File: src/rtl/core/ffbpa_pkg.sv
package ffbpa_pkg;

  localparam int POOL_BYTES  = 16777216;
  localparam int PAGE_BYTES  = 4096;
  localparam int PAGE_SH     = $clog2(PAGE_BYTES);
  localparam int MAX_OWNERS  = 16;
  localparam int MAX_RANGES  = 128;
  localparam int MAX_BUFFERS = 128;

  localparam int SZW = 25;

  localparam logic [2:0] OP_ALLOC      = 3'd0;
  localparam logic [2:0] OP_FREE       = 3'd1;
  localparam logic [2:0] OP_FREE_OWNER = 3'd2;
  localparam logic [2:0] OP_LOOKUP     = 3'd3;
  localparam logic [2:0] OP_MAP        = 3'd4;

  localparam logic [2:0] ST_OK       = 3'd0;
  localparam logic [2:0] ST_INVALID  = 3'd1;
  localparam logic [2:0] ST_NOMEM    = 3'd2;
  localparam logic [2:0] ST_QUOTA    = 3'd3;
  localparam logic [2:0] ST_NOTFOUND = 3'd4;
  localparam logic [2:0] ST_NODEV    = 3'd5;

  localparam logic [3:0] REG_MAX_BUF = 4'd0;
  localparam logic [3:0] REG_QUOTA   = 4'd1;
  localparam logic [3:0] REG_MMAP    = 4'd2;
  localparam logic [3:0] REG_DMA     = 4'd3;

  typedef struct packed {
    logic [2:0]  opcode;
    logic [3:0]  owner_id;
    logic [31:0] alloc_bytes;
    logic [31:0] handle;
    logic [31:0] data_offset;
    logic [31:0] length;
  } in_t;

  typedef struct packed {
    logic [2:0]     status;
    logic [31:0]    new_handle;
    logic [31:0]    map_offset;
    logic [SZW-1:0] granted_size;
    logic [63:0]    dma_address;
    logic [12:0]    page_index;
  } out_t;

  typedef struct packed {
    logic [SZW-1:0] start;
    logic [SZW-1:0] len;
  } rng_ent_t;

  typedef struct packed {
    logic [31:0]    handle;
    logic [3:0]     owner;
    logic [SZW-1:0] start;
    logic [SZW-1:0] len;
  } buf_ent_t;

  typedef enum logic [4:0] {
    CMD_NONE,
    CMD_INIT,
    CMD_LOAD,
    CMD_SET_ST,
    CMD_RNG_RD,
    CMD_RIDX_INC,
    CMD_BIDX_INC,
    CMD_BUF_RD,
    CMD_ALLOC_COMMIT,
    CMD_RELEASE,
    CMD_LOOKUP_CHK,
    CMD_MAP_OK,
    CMD_USED_CLR,
    CMD_AR_START,
    CMD_AR_PREV,
    CMD_MBOTH,
    CMD_MPREV,
    CMD_MNEXT,
    CMD_INS_START,
    CMD_SD_RD,
    CMD_SD_WR,
    CMD_SD_END,
    CMD_SU_RD,
    CMD_SU_WR,
    CMD_SU_END,
    CMD_PUBLISH
  } cmd_e;

  typedef struct packed {
    cmd_e       op;
    logic [2:0] st;
  } cmd_t;

  typedef struct packed {
    logic [2:0] op;
    logic [2:0] pre_st;
    logic       r_end;
    logic       b_end;
    logic       fits;
    logic       exact;
    logic       slot_free;
    logic       own_hit;
    logic       hnd_hit;
    logic       map_hit;
    logic       rng_full;
    logic       after_ins;
    logic       m_prev;
    logic       m_next;
    logic       sd_last;
    logic       su_last;
    logic       out_free;
  } stat_t;

endpackage

File: src/rtl/core/ffbpa_ctrl.sv
module ffbpa_ctrl (
  input  logic             clk,
  input  logic             rst_n,
  input  logic             in_valid,
  output logic             in_stall,
  input  ffbpa_pkg::stat_t stat,
  output ffbpa_pkg::cmd_t  cmd
);
  import ffbpa_pkg::*;

  typedef enum logic [4:0] {
    S_INIT, S_IDLE, S_DISP, S_A_RD, S_A_CMP, S_A_SLOT, S_FIND_RD, S_FIND_CMP,
    S_FO_RD, S_FO_CMP, S_MAP_RD, S_MAP_CMP, S_AR_BEGIN, S_AR_RD, S_AR_CMP,
    S_AR_DONE, S_SD_RD, S_SD_WR, S_SU_RD, S_SU_WR, S_FIN
  } state_t;

  state_t state_r, state_nxt;
  logic   in_stall_r;

  assign in_stall = in_stall_r;

  always_comb begin
    state_nxt = state_r;
    cmd.op    = CMD_NONE;
    cmd.st    = ST_OK;
    case (state_r)
      S_INIT: begin
        cmd.op    = CMD_INIT;
        state_nxt = S_IDLE;
      end
      S_IDLE: begin
        if (in_valid) begin
          cmd.op    = CMD_LOAD;
          state_nxt = S_DISP;
        end
      end
      S_DISP: begin
        if (stat.pre_st != ST_OK) begin
          cmd.op    = CMD_SET_ST;
          cmd.st    = stat.pre_st;
          state_nxt = S_FIN;
        end else if (stat.op == OP_ALLOC) begin
          state_nxt = S_A_RD;
        end else if (stat.op == OP_FREE_OWNER) begin
          state_nxt = S_FO_RD;
        end else if (stat.op == OP_MAP) begin
          state_nxt = S_MAP_RD;
        end else begin
          state_nxt = S_FIND_RD;
        end
      end
      S_A_RD: begin
        if (stat.r_end) begin
          cmd.op    = CMD_SET_ST;
          cmd.st    = ST_NOMEM;
          state_nxt = S_FIN;
        end else begin
          cmd.op    = CMD_RNG_RD;
          state_nxt = S_A_CMP;
        end
      end
      S_A_CMP: begin
        if (stat.fits) begin
          state_nxt = S_A_SLOT;
        end else begin
          cmd.op    = CMD_RIDX_INC;
          state_nxt = S_A_RD;
        end
      end
      S_A_SLOT: begin
        if (stat.b_end) begin
          cmd.op    = CMD_SET_ST;
          cmd.st    = ST_NOMEM;
          state_nxt = S_FIN;
        end else if (stat.slot_free) begin
          cmd.op    = CMD_ALLOC_COMMIT;
          state_nxt = stat.exact ? S_SD_RD : S_FIN;
        end else begin
          cmd.op = CMD_BIDX_INC;
        end
      end
      S_FIND_RD: begin
        if (stat.b_end) begin
          cmd.op    = CMD_SET_ST;
          cmd.st    = ST_NOTFOUND;
          state_nxt = S_FIN;
        end else begin
          cmd.op    = CMD_BUF_RD;
          state_nxt = S_FIND_CMP;
        end
      end
      S_FIND_CMP: begin
        if (!stat.hnd_hit) begin
          cmd.op    = CMD_BIDX_INC;
          state_nxt = S_FIND_RD;
        end else if (stat.op == OP_LOOKUP) begin
          cmd.op    = CMD_LOOKUP_CHK;
          state_nxt = S_FIN;
        end else begin
          cmd.op    = CMD_RELEASE;
          state_nxt = S_AR_BEGIN;
        end
      end
      S_FO_RD: begin
        if (stat.b_end) begin
          cmd.op    = CMD_USED_CLR;
          state_nxt = S_FIN;
        end else begin
          cmd.op    = CMD_BUF_RD;
          state_nxt = S_FO_CMP;
        end
      end
      S_FO_CMP: begin
        if (stat.own_hit) begin
          cmd.op    = CMD_RELEASE;
          state_nxt = S_AR_BEGIN;
        end else begin
          cmd.op    = CMD_BIDX_INC;
          state_nxt = S_FO_RD;
        end
      end
      S_MAP_RD: begin
        if (stat.b_end) begin
          cmd.op    = CMD_SET_ST;
          cmd.st    = ST_INVALID;
          state_nxt = S_FIN;
        end else begin
          cmd.op    = CMD_BUF_RD;
          state_nxt = S_MAP_CMP;
        end
      end
      S_MAP_CMP: begin
        if (stat.map_hit) begin
          cmd.op    = CMD_MAP_OK;
          state_nxt = S_FIN;
        end else begin
          cmd.op    = CMD_BIDX_INC;
          state_nxt = S_MAP_RD;
        end
      end
      S_AR_BEGIN: begin
        if (stat.rng_full) begin
          // bytes of the released buffer are dropped
          cmd.op    = CMD_SET_ST;
          cmd.st    = ST_NOMEM;
          state_nxt = S_AR_DONE;
        end else begin
          cmd.op    = CMD_AR_START;
          state_nxt = S_AR_RD;
        end
      end
      S_AR_RD: begin
        if (stat.r_end) begin
          if (stat.m_prev) begin
            cmd.op    = CMD_MPREV;
            state_nxt = S_AR_DONE;
          end else begin
            cmd.op    = CMD_INS_START;
            state_nxt = S_SU_RD;
          end
        end else begin
          cmd.op    = CMD_RNG_RD;
          state_nxt = S_AR_CMP;
        end
      end
      S_AR_CMP: begin
        if (!stat.after_ins) begin
          cmd.op    = CMD_AR_PREV;
          state_nxt = S_AR_RD;
        end else if (stat.m_prev && stat.m_next) begin
          cmd.op    = CMD_MBOTH;
          state_nxt = S_SD_RD;
        end else if (stat.m_prev) begin
          cmd.op    = CMD_MPREV;
          state_nxt = S_AR_DONE;
        end else if (stat.m_next) begin
          cmd.op    = CMD_MNEXT;
          state_nxt = S_AR_DONE;
        end else begin
          cmd.op    = CMD_INS_START;
          state_nxt = S_SU_RD;
        end
      end
      S_AR_DONE: begin
        if (stat.op == OP_FREE_OWNER) begin
          cmd.op    = CMD_BIDX_INC;
          state_nxt = S_FO_RD;
        end else begin
          state_nxt = S_FIN;
        end
      end
      S_SD_RD: begin
        if (stat.sd_last) begin
          cmd.op    = CMD_SD_END;
          state_nxt = S_AR_DONE;
        end else begin
          cmd.op    = CMD_SD_RD;
          state_nxt = S_SD_WR;
        end
      end
      S_SD_WR: begin
        cmd.op    = CMD_SD_WR;
        state_nxt = S_SD_RD;
      end
      S_SU_RD: begin
        if (stat.su_last) begin
          cmd.op    = CMD_SU_END;
          state_nxt = S_AR_DONE;
        end else begin
          cmd.op    = CMD_SU_RD;
          state_nxt = S_SU_WR;
        end
      end
      S_SU_WR: begin
        cmd.op    = CMD_SU_WR;
        state_nxt = S_SU_RD;
      end
      S_FIN: begin
        if (stat.out_free) begin
          cmd.op    = CMD_PUBLISH;
          state_nxt = S_IDLE;
        end
      end
      default: begin
        state_nxt = S_INIT;
      end
    endcase
  end

  always_ff @(posedge clk) begin
    if (!rst_n) begin
      state_r    <= S_INIT;
      in_stall_r <= 1'b1;
    end else begin
      state_r    <= state_nxt;
      in_stall_r <= (state_nxt != S_IDLE);
    end
  end

endmodule

File: config.mk
export PLATFORM = sky130hd
export DESIGN_NAME = ffbpa_ctrl
export DESIGN_NICKNAME = d
export VERILOG_FILES = /design/src/rtl/core/ffbpa_pkg.sv /design/src/rtl/core/ffbpa_ctrl.sv
export SDC_FILE = /design/constraint.sdc
export NUM_CORES = 1
export LEC_CHECK = 0
export ABC_AREA = 1
export BUFFER_PORTS_ARGS = -buffer_cell sky130_fd_sc_hd__buf_2
export CORE_ASPECT_RATIO = 1.5
export CORE_MARGIN = 4
export CORE_UTILIZATION = 30
export DETAILED_ROUTE_END_ITERATION = 10
export GPL_TIMING_DRIVEN = 0
export PLACE_DENSITY_LB_ADDON = 0.3
export RECOVER_POWER = 100
export SYNTH_ARGS = -nofsm -noshare
export SYNTH_HDL_FRONTEND = slang
export SYNTH_SLANG_ARGS = --single-unit
export TNS_END_PERCENT = 50
File: constraint.sdc
create_clock -name clk -period 1.3 [get_ports clk]
set_input_delay 0.195 -clock clk [delete_from_list [all_inputs] [get_ports clk]]
set_output_delay 0.195 -clock clk [all_outputs]
set_load 0.02 [all_outputs]
==> reports/metrics.yaml, run 1 <==
synthesis:
  synth.cell_area_mm2: 0.00127
  synthMuxAreaShare: 0
  yosys_register_bits: 6
  post-synth-top-count-cell: "nand2_1"
  synth_top_area_cell: "nand2_1"
  yosys.area_share.xor_xnor: 0
  synth_warnings: 0
  synth_fp_nets: 287
  synth.distinct_cells: 23
  synth_top_family_by_area: "simple AND/OR/NAND/NOR gates"
  ys_seq_area_frac: 0.0949
  synth_fa_ha_area_frac: 0.0198
  synth-edff-count: 0
  synth_compound_area_frac: 0.0860
  synthCells: 261
  synth.top_cells.by_count: "67 x nand2_1, 51 x nor2_1, 41 x inv_1"
  async_reset_ff_frac: 0
  synth_area_leaders: "nand2_1 20%, nor2_1 15%, nand3_1 15%"
  yosys.area_share.simple: 0.647
  synth_top_area_frac: 0.199
  ys_dominant_reg_cell: "dfxtp_1"
  syn_avg_cell_area_um2: 4.85
worst_hold_path:
  min_to: "state_r[3]$_SDFF_PN0_"
  hold_start: "rst_n"
  hp-class: "in -> reg"
  hold_depth: 2
critical_path:
  reg2reg_from: "state_r[0]$_SDFF_PN0_"
  reg2reg_slack_ns: -0.35
  criticalPathCategory: "reg -> out"
  end_kind: "primary output"
  rr_worst_depth: 12
  cp_max_fo: 6
  worstPathArrival_ns: 1.63
  start_kind: "flop"
  r2r_end: "in_stall$_SDFF_PN1_"
  crit_required_ns: 1.11
placed_design:
  place_congestion: 0.927
  portBuffers: 31
  placed_area_mm2: 0.00156
  place_hpwl_um: 4370
  dp.cells: 337
clock_tree:
  hold_buffers: 0
  cts.sinks: 6
  tritoncts: "built"
  path_clk_slew_ns: 0.03
  cts_buffer_depth: 2
  cts_root_buf: "clkbuf_8"
  htree_num_levels: 1
  clock_latency_ns: 0.22
  cts_made_buffers: 3
floorplan:
  die_height_um: 87.6
  boundaryPins: 33
  coreArea_mm2: 0.00403
  die_w_um: 61.0
  initial_core_util: 0.314
  fp-row-count: 28
  dieArea_mm2: 0.00535
power:
  switching_share: 0.521
  p_sw_w: 0.00216
  vdd_drop_max_v: 0.00169
  pwr-share-seq: 0.103
  clockPowerShare: 0.066
  leakagePower_nw: 1.15
  p_per_area_mw_per_mm2: 1970
  internal_power_w: 0.00199
  p_comb_frac: 0.830
finish:
  diodes: 0
  fin_nets: 348
  final_cell_area_mm2: 0.00210
  syn_to_final_growth_pct: 66.0
  stdcell_count: 365
  layout-drive-gt1-share: 0.397
timing:
  finalSetupViolCount: 14
  hold_violations: 0
  report.final.slew_viol_count: 0
  worst_slew_pin_slew_ns: 0.357
  final.setup.worst_slack_ns: -0.530
  fin_hold_ws_ns: 0.220
  rsz0062_at_grt: "true"
  slew_headroom: 0.762
  period_needed_ns: 1.83
  post-route-period-util: 1.41
  fmax_mhz: 547
  clock_skew_ns: 0.00256
global_routing:
  grt_max_degree: 11
  grt_usage: 0.221
  grt_pass1_vias: 1918
  grt-ovfl-total: 0
  grt_pass1_wl_um: 8950
  antenna_found_initial: 0
flow_run:
  maxCapViolations: 0
detailed_routing:
  vias: 1920
  drt_iter0_drc: 85
  antenna_left: 0
  drt_wl_total_um: 5550
  drc: 0
  dr.pass1.iters: 4
  via_per_inst: 5.26
  route.detailed.wl_per_inst_um: 15.2
status:
  failed_checks: "setup timing"
  status: "finished with violations"
## cells by family (layout without fill, tap and decap cells)
group                      Yosys count  in the layout
AOI/OAI and AO/OA                   19             19
and+or+nand+nor                    186            186
adders and majority gates            2              2
buffers and inverters               48            107
DFF                                  6              6
## what timing repair did
action,CTS,global route
gates resized for setup,75,15
setup buffers,23,2
pin swaps,16,9
endpoints found under the setup margin,14,14
## placed cells by master (no fill, tap or decap), types with 4 or more instances in the layout
cell,synthesis,layout
buf_2,4,24
nand4_1,16,16
nand2_4,0,4
nor2_1,51,35
nand3_2,1,5
nor2_4,0,11
nand3_1,38,31
nor2_2,2,7
inv_1,41,35
buf_4,2,23
nand2_1,67,55
inv_2,0,4
buf_6,0,11
nand2_2,0,8
## state kept, by name (all words and copies together) (netlist names)
name,cells
state_r,5
in_stall,1
## layer usage
layer / wire length (um) / vias to the layer above / global-route usage
met3: 337 / 34 / 0.0265
met2: 2760 / 84 / 0.381
li1: - / 971 / -
met1: 2070 / 831 / 0.249
met4: 381 / 0 / 0.138
met5: 0 / - / 0
## power by group through the flow
stage	combinational, W	sequential [W]	clock [W]
2_1_floorplan	0.00158	0.000354	0
3_3_place_gp	0.00217	0.000365	0
3_5_place_dp	0.00216	0.000364	0
4_1_cts	0.00322	0.000411	0.000281
5_1_grt	0.00366	0.000434	0.000295
6_report	0.00345	0.000429	0.000275
## worst max path at each step
stage / from / to / slack [ns] / cells past startpoint
after CTS: state_r[1]$_SDFF_PN0_ / cmd[6] / -0.51 / 7
after global routing: state_r[1]$_SDFF_PN0_ / cmd[3] / -0.58 / 7
after detailed placement: state_r[1]$_SDFF_PN0_ / cmd[5] / -0.47 / 7
after global placement: state_r[1]$_SDFF_PN0_ / cmd[5] / -0.53 / 7
after floorplan: state_r[2]$_SDFF_PN0_ / cmd[5] / -0.07 / 8
final: state_r[0]$_SDFF_PN0_ / cmd[5] / -0.53 / 7
## worst max-delay path: stages (launching register included)
cell and delay, ns:
dfxtp_4 0.41, inv_1 0.15, nor2_4 0.20, nand3_2 0.17
a21oi_2 0.19, nor4_2 0.07, nand2_2 0.07, buf_2 0.15
## area by class of cell
| class | instances | area, um^2 |
|---|---|---|
| fill | 399 | 1930 |
| multi-input combinational | 207 | 1230 |
| timing repair buffer | 56 | 399 |
| inverter | 41 | 161 |
| sequential | 6 | 134 |
| buffer | 7 | 75.1 |
| tap | 45 | 56.3 |
| clock buffer | 3 | 41.3 |
## per-stage QoR
| stage | util | setup slack (ns) | TNS, ns | total power, W |
|---|---|---|---|---|
| after global routing | 0.522 | -0.577 | -6.03 | 0.00439 |
| after detailed placement | 0.386 | -0.474 | -4.59 | 0.00252 |
| final | 0.522 | -0.530 | -4.96 | 0.00415 |
| after floorplan | - | -0.0716 | -0.328 | 0.00193 |
| after global placement | 0.386 | -0.530 | -4.92 | 0.00254 |
| after CTS | 0.504 | -0.510 | -4.77 | 0.00391 |
(Power assumes the default switching activity.)
==> inputs of run 2 (changes only) <==
--- a/config.mk
+++ b/config.mk
@@ -9,7 +9,7 @@
 export BUFFER_PORTS_ARGS = -buffer_cell sky130_fd_sc_hd__buf_2
 export CORE_ASPECT_RATIO = 1.5
 export CORE_MARGIN = 4
-export CORE_UTILIZATION = 30
+export CORE_UTILIZATION = 48
 export DETAILED_ROUTE_END_ITERATION = 10
 export GPL_TIMING_DRIVEN = 0
 export PLACE_DENSITY_LB_ADDON = 0.3
==> reports/metrics.yaml, run 2 (synthesis results as in run 1) <==
detailed_routing:
  route.detailed.wl_per_inst_um: 19.5  # was 15.2 um
  top_layer: "met4"  # unchanged
  drc: 0  # unchanged
  drt_iter0_drc: 325  # was 85
  dr.pass1.iters: 6  # was 4
  wl_met1_um: 2160  # was 2070 um
  via_per_inst: 6.80  # was 5.26
  antenna_left: 0  # unchanged
  drt_wl_total_um: 6760  # was 5550 um
  wl_met3_um: 870  # was 337 um
  wl_met2_um: 2890  # was 2760 um
  vias: 2354  # was 1,920
timing:
  rsz0062_at_grt: "true"  # unchanged
  fmax_mhz: 503  # was 547 MHz
  slew_headroom: 0.789  # was 0.762
  report.final.slew_viol_count: 0  # unchanged
  hold_violations: 0  # unchanged
  period_needed_ns: 1.99  # was 1.83 ns
  worst_slew_pin_slew_ns: 0.316  # was 0.357 ns
  finalSetupViolCount: 14  # unchanged
  final.setup.worst_slack_ns: -0.689  # was -0.530 ns
  clock_skew_ns: 0.00216  # was 0.00256 ns
  post-route-period-util: 1.53  # was 1.41
  fin_hold_ws_ns: 0.193  # was 0.220 ns
critical_path:
  criticalPathCategory: "reg -> out"  # unchanged
  cp_max_fo: 8  # was 6
  start_kind: "flop"  # unchanged
  slowest_delay_ns: 0.31  # was 0.41 ns
  end_kind: "primary output"  # unchanged
  crit_required_ns: 1.11  # about the same
  path_cells: "buf_8 -> nor2_4 -> buf_6 -> nand2_2 -> nor2_2 -> inv_1 -> nand2_1 -> nor3_2 -> nand3_2 -> buf_2"  # was inv_1 -> nor2_4 -> nand3_2 -> a21oi_2 -> nor4_2 -> nand2_2 -> buf_2
  crit_slowest_cell: "dfxtp_2"  # was dfxtp_4
  worstPathArrival_ns: 1.79  # was 1.63 ns
clock_tree:
  tritoncts: "built"  # unchanged
  cts.sinks: 6  # unchanged
  htree_num_levels: 1  # unchanged
  path_clk_slew_ns: 0.04  # was 0.03 ns
  cts_buffer_depth: 2  # unchanged
  cts_root_buf: "clkbuf_4"  # was clkbuf_8
  clock_latency_ns: 0.23  # was 0.22 ns
  cts_made_buffers: 3  # unchanged
floorplan:
  initial_core_util: 0.511  # was 0.314
  fp-row-count: 22  # was 28
  dieArea_mm2: 0.00354  # was 0.00535 mm^2
  boundaryPins: 33  # unchanged
  die_w_um: 49.9  # was 61.0 um
  coreArea_mm2: 0.00248  # was 0.00403 mm^2
  die_height_um: 70.9  # was 87.6 um
placed_design:
  place_congestion: 1.06  # was 0.927
  portBuffers: 31  # unchanged
  place_hpwl_um: 3920  # was 4370 um
  dp.cells: 316  # was 337
status:
  status: "finished with violations"  # unchanged
  failed_checks: "setup timing"  # unchanged
power:
  p_sw_w: 0.00227  # was 0.00216 W
  internal_power_w: 0.00184  # was 0.00199 W
  p_comb_frac: 0.855  # was 0.830
  p_per_area_mw_per_mm2: 2010  # was 1970 mW/mm^2
  pwr-share-seq: 0.106  # was 0.103
  leakagePower_nw: 1.15  # about the same
  vdd_drop_max_v: 0.00166  # was 0.00169 V
  clockPowerShare: 0.039  # was 0.066
  switching_share: 0.553  # was 0.521
finish:
  largest_register_ffs: 5  # unchanged
  syn_to_final_growth_pct: 61.5  # was 66.0%
  stdcell_count: 346  # was 365
  final_util: 0.825  # was 0.522
  final_cell_mix: "56 x nand2_1, 37 x inv_1, 36 x nor2_1"  # was 55 x nand2_1, 35 x inv_1, 35 x nor2_1
  regMostFlops: "state_r"  # unchanged
  layout-drive-gt1-share: 0.388  # was 0.397
  fin_nets: 350  # was 348
  diodes: 0  # unchanged
  final_common_cell: "nand2_1"  # unchanged
worst_hold_path:
  hp-class: "in -> reg"  # unchanged
global_routing:
  grt-ovfl-total: 0  # unchanged
  grt_pass1_vias: 1917  # was 1,918
  grt_usage: 0.299  # was 0.221
  grt_max_degree: 11  # unchanged
  antenna_found_initial: 0  # unchanged
  grt_pass1_wl_um: 8380  # was 8950 um
flow_run:
  maxCapViolations: 0  # unchanged
-- run 2: cell types whose count changed in the layout (fill, tap and decap cells not counted), sizes merged --
cell      delta
clkinvlp     +1
inv          -1
buf          +2
-- run 2: timing repair --
| item | in CTS | in global routing |
|---|---|---|
| gates resized for setup | 47 | 33 |
| pin swaps | 13 | 14 |
| hold buffers | 0 | 0 |
| setup buffers | 15 | 12 |
| gates cloned | 0 | 0 |
| endpoints found under the hold margin | 0 | 0 |
| endpoints found under the setup margin | 14 | 14 |
-- run 2: final timing paths --
| check | from | endpoint | slack, ns | depth (start not counted) |
|---|---|---|---|---|
| max | state_r[3]$_SDFF_PN0_ | cmd[3] | -0.69 | 10 |
| min | rst_n | state_r[3]$_SDFF_PN0_ | 0.19 | 2 |
| max reg2reg | state_r[0]$_SDFF_PN0_ | state_r[3]$_SDFF_PN0_ | -0.45 | 8 |
| min reg2reg | state_r[0]$_SDFF_PN0_ | state_r[0]$_SDFF_PN0_ | 0.97 | 9 |
-- run 2: metrics by stage --
step	setup WS [ns]	power, W	TNS [ns]	instance area, um^2
after floorplan	-0.0716	0.00193	-0.328	1350
after global placement	-0.448	0.00248	-4.18	1530
after detailed placement	-0.423	0.00249	-4.09	1530
after CTS	-0.504	0.00331	-5.04	1830
after global routing	-0.708	0.00431	-7.24	2040
final	-0.689	0.00410	-6.65	2040
-- run 2: layout make-up --
type	count	area [um^2]
fill	168	433
tap	24	30.0
inverter	41	165
clock buffer	3	22.5
multi-input combinational	207	1210
buffer	7	71.3
timing repair buffer	58	407
sequential	6	134
-- run 2: power by group through the flow --
stage	logic [W]	clock network, W	registers, W
final	0.00351	0.000158	0.000435
after global routing	0.00369	0.000179	0.000435
after CTS	0.00275	0.000163	0.000400
after detailed placement	0.00213	0	0.000359
after global placement	0.00212	0	0.000356
after floorplan	0.00158	0	0.000354
-- run 2: worst max-delay path, delay by kind of cell, from the launching register on --
family / cells / cell delay, ns
buffers and inverters: 4 / 0.59
DFF: 1 / 0.31
and+or+nand+nor: 6 / 0.66
-- run 2: metal layers --
metal / vias up / track usage
li1: 976 / -
met1: 983 / 0.324
met2: 280 / 0.521
met3: 115 / 0.0358
met4: 0 / 0.218
met5: - / 0
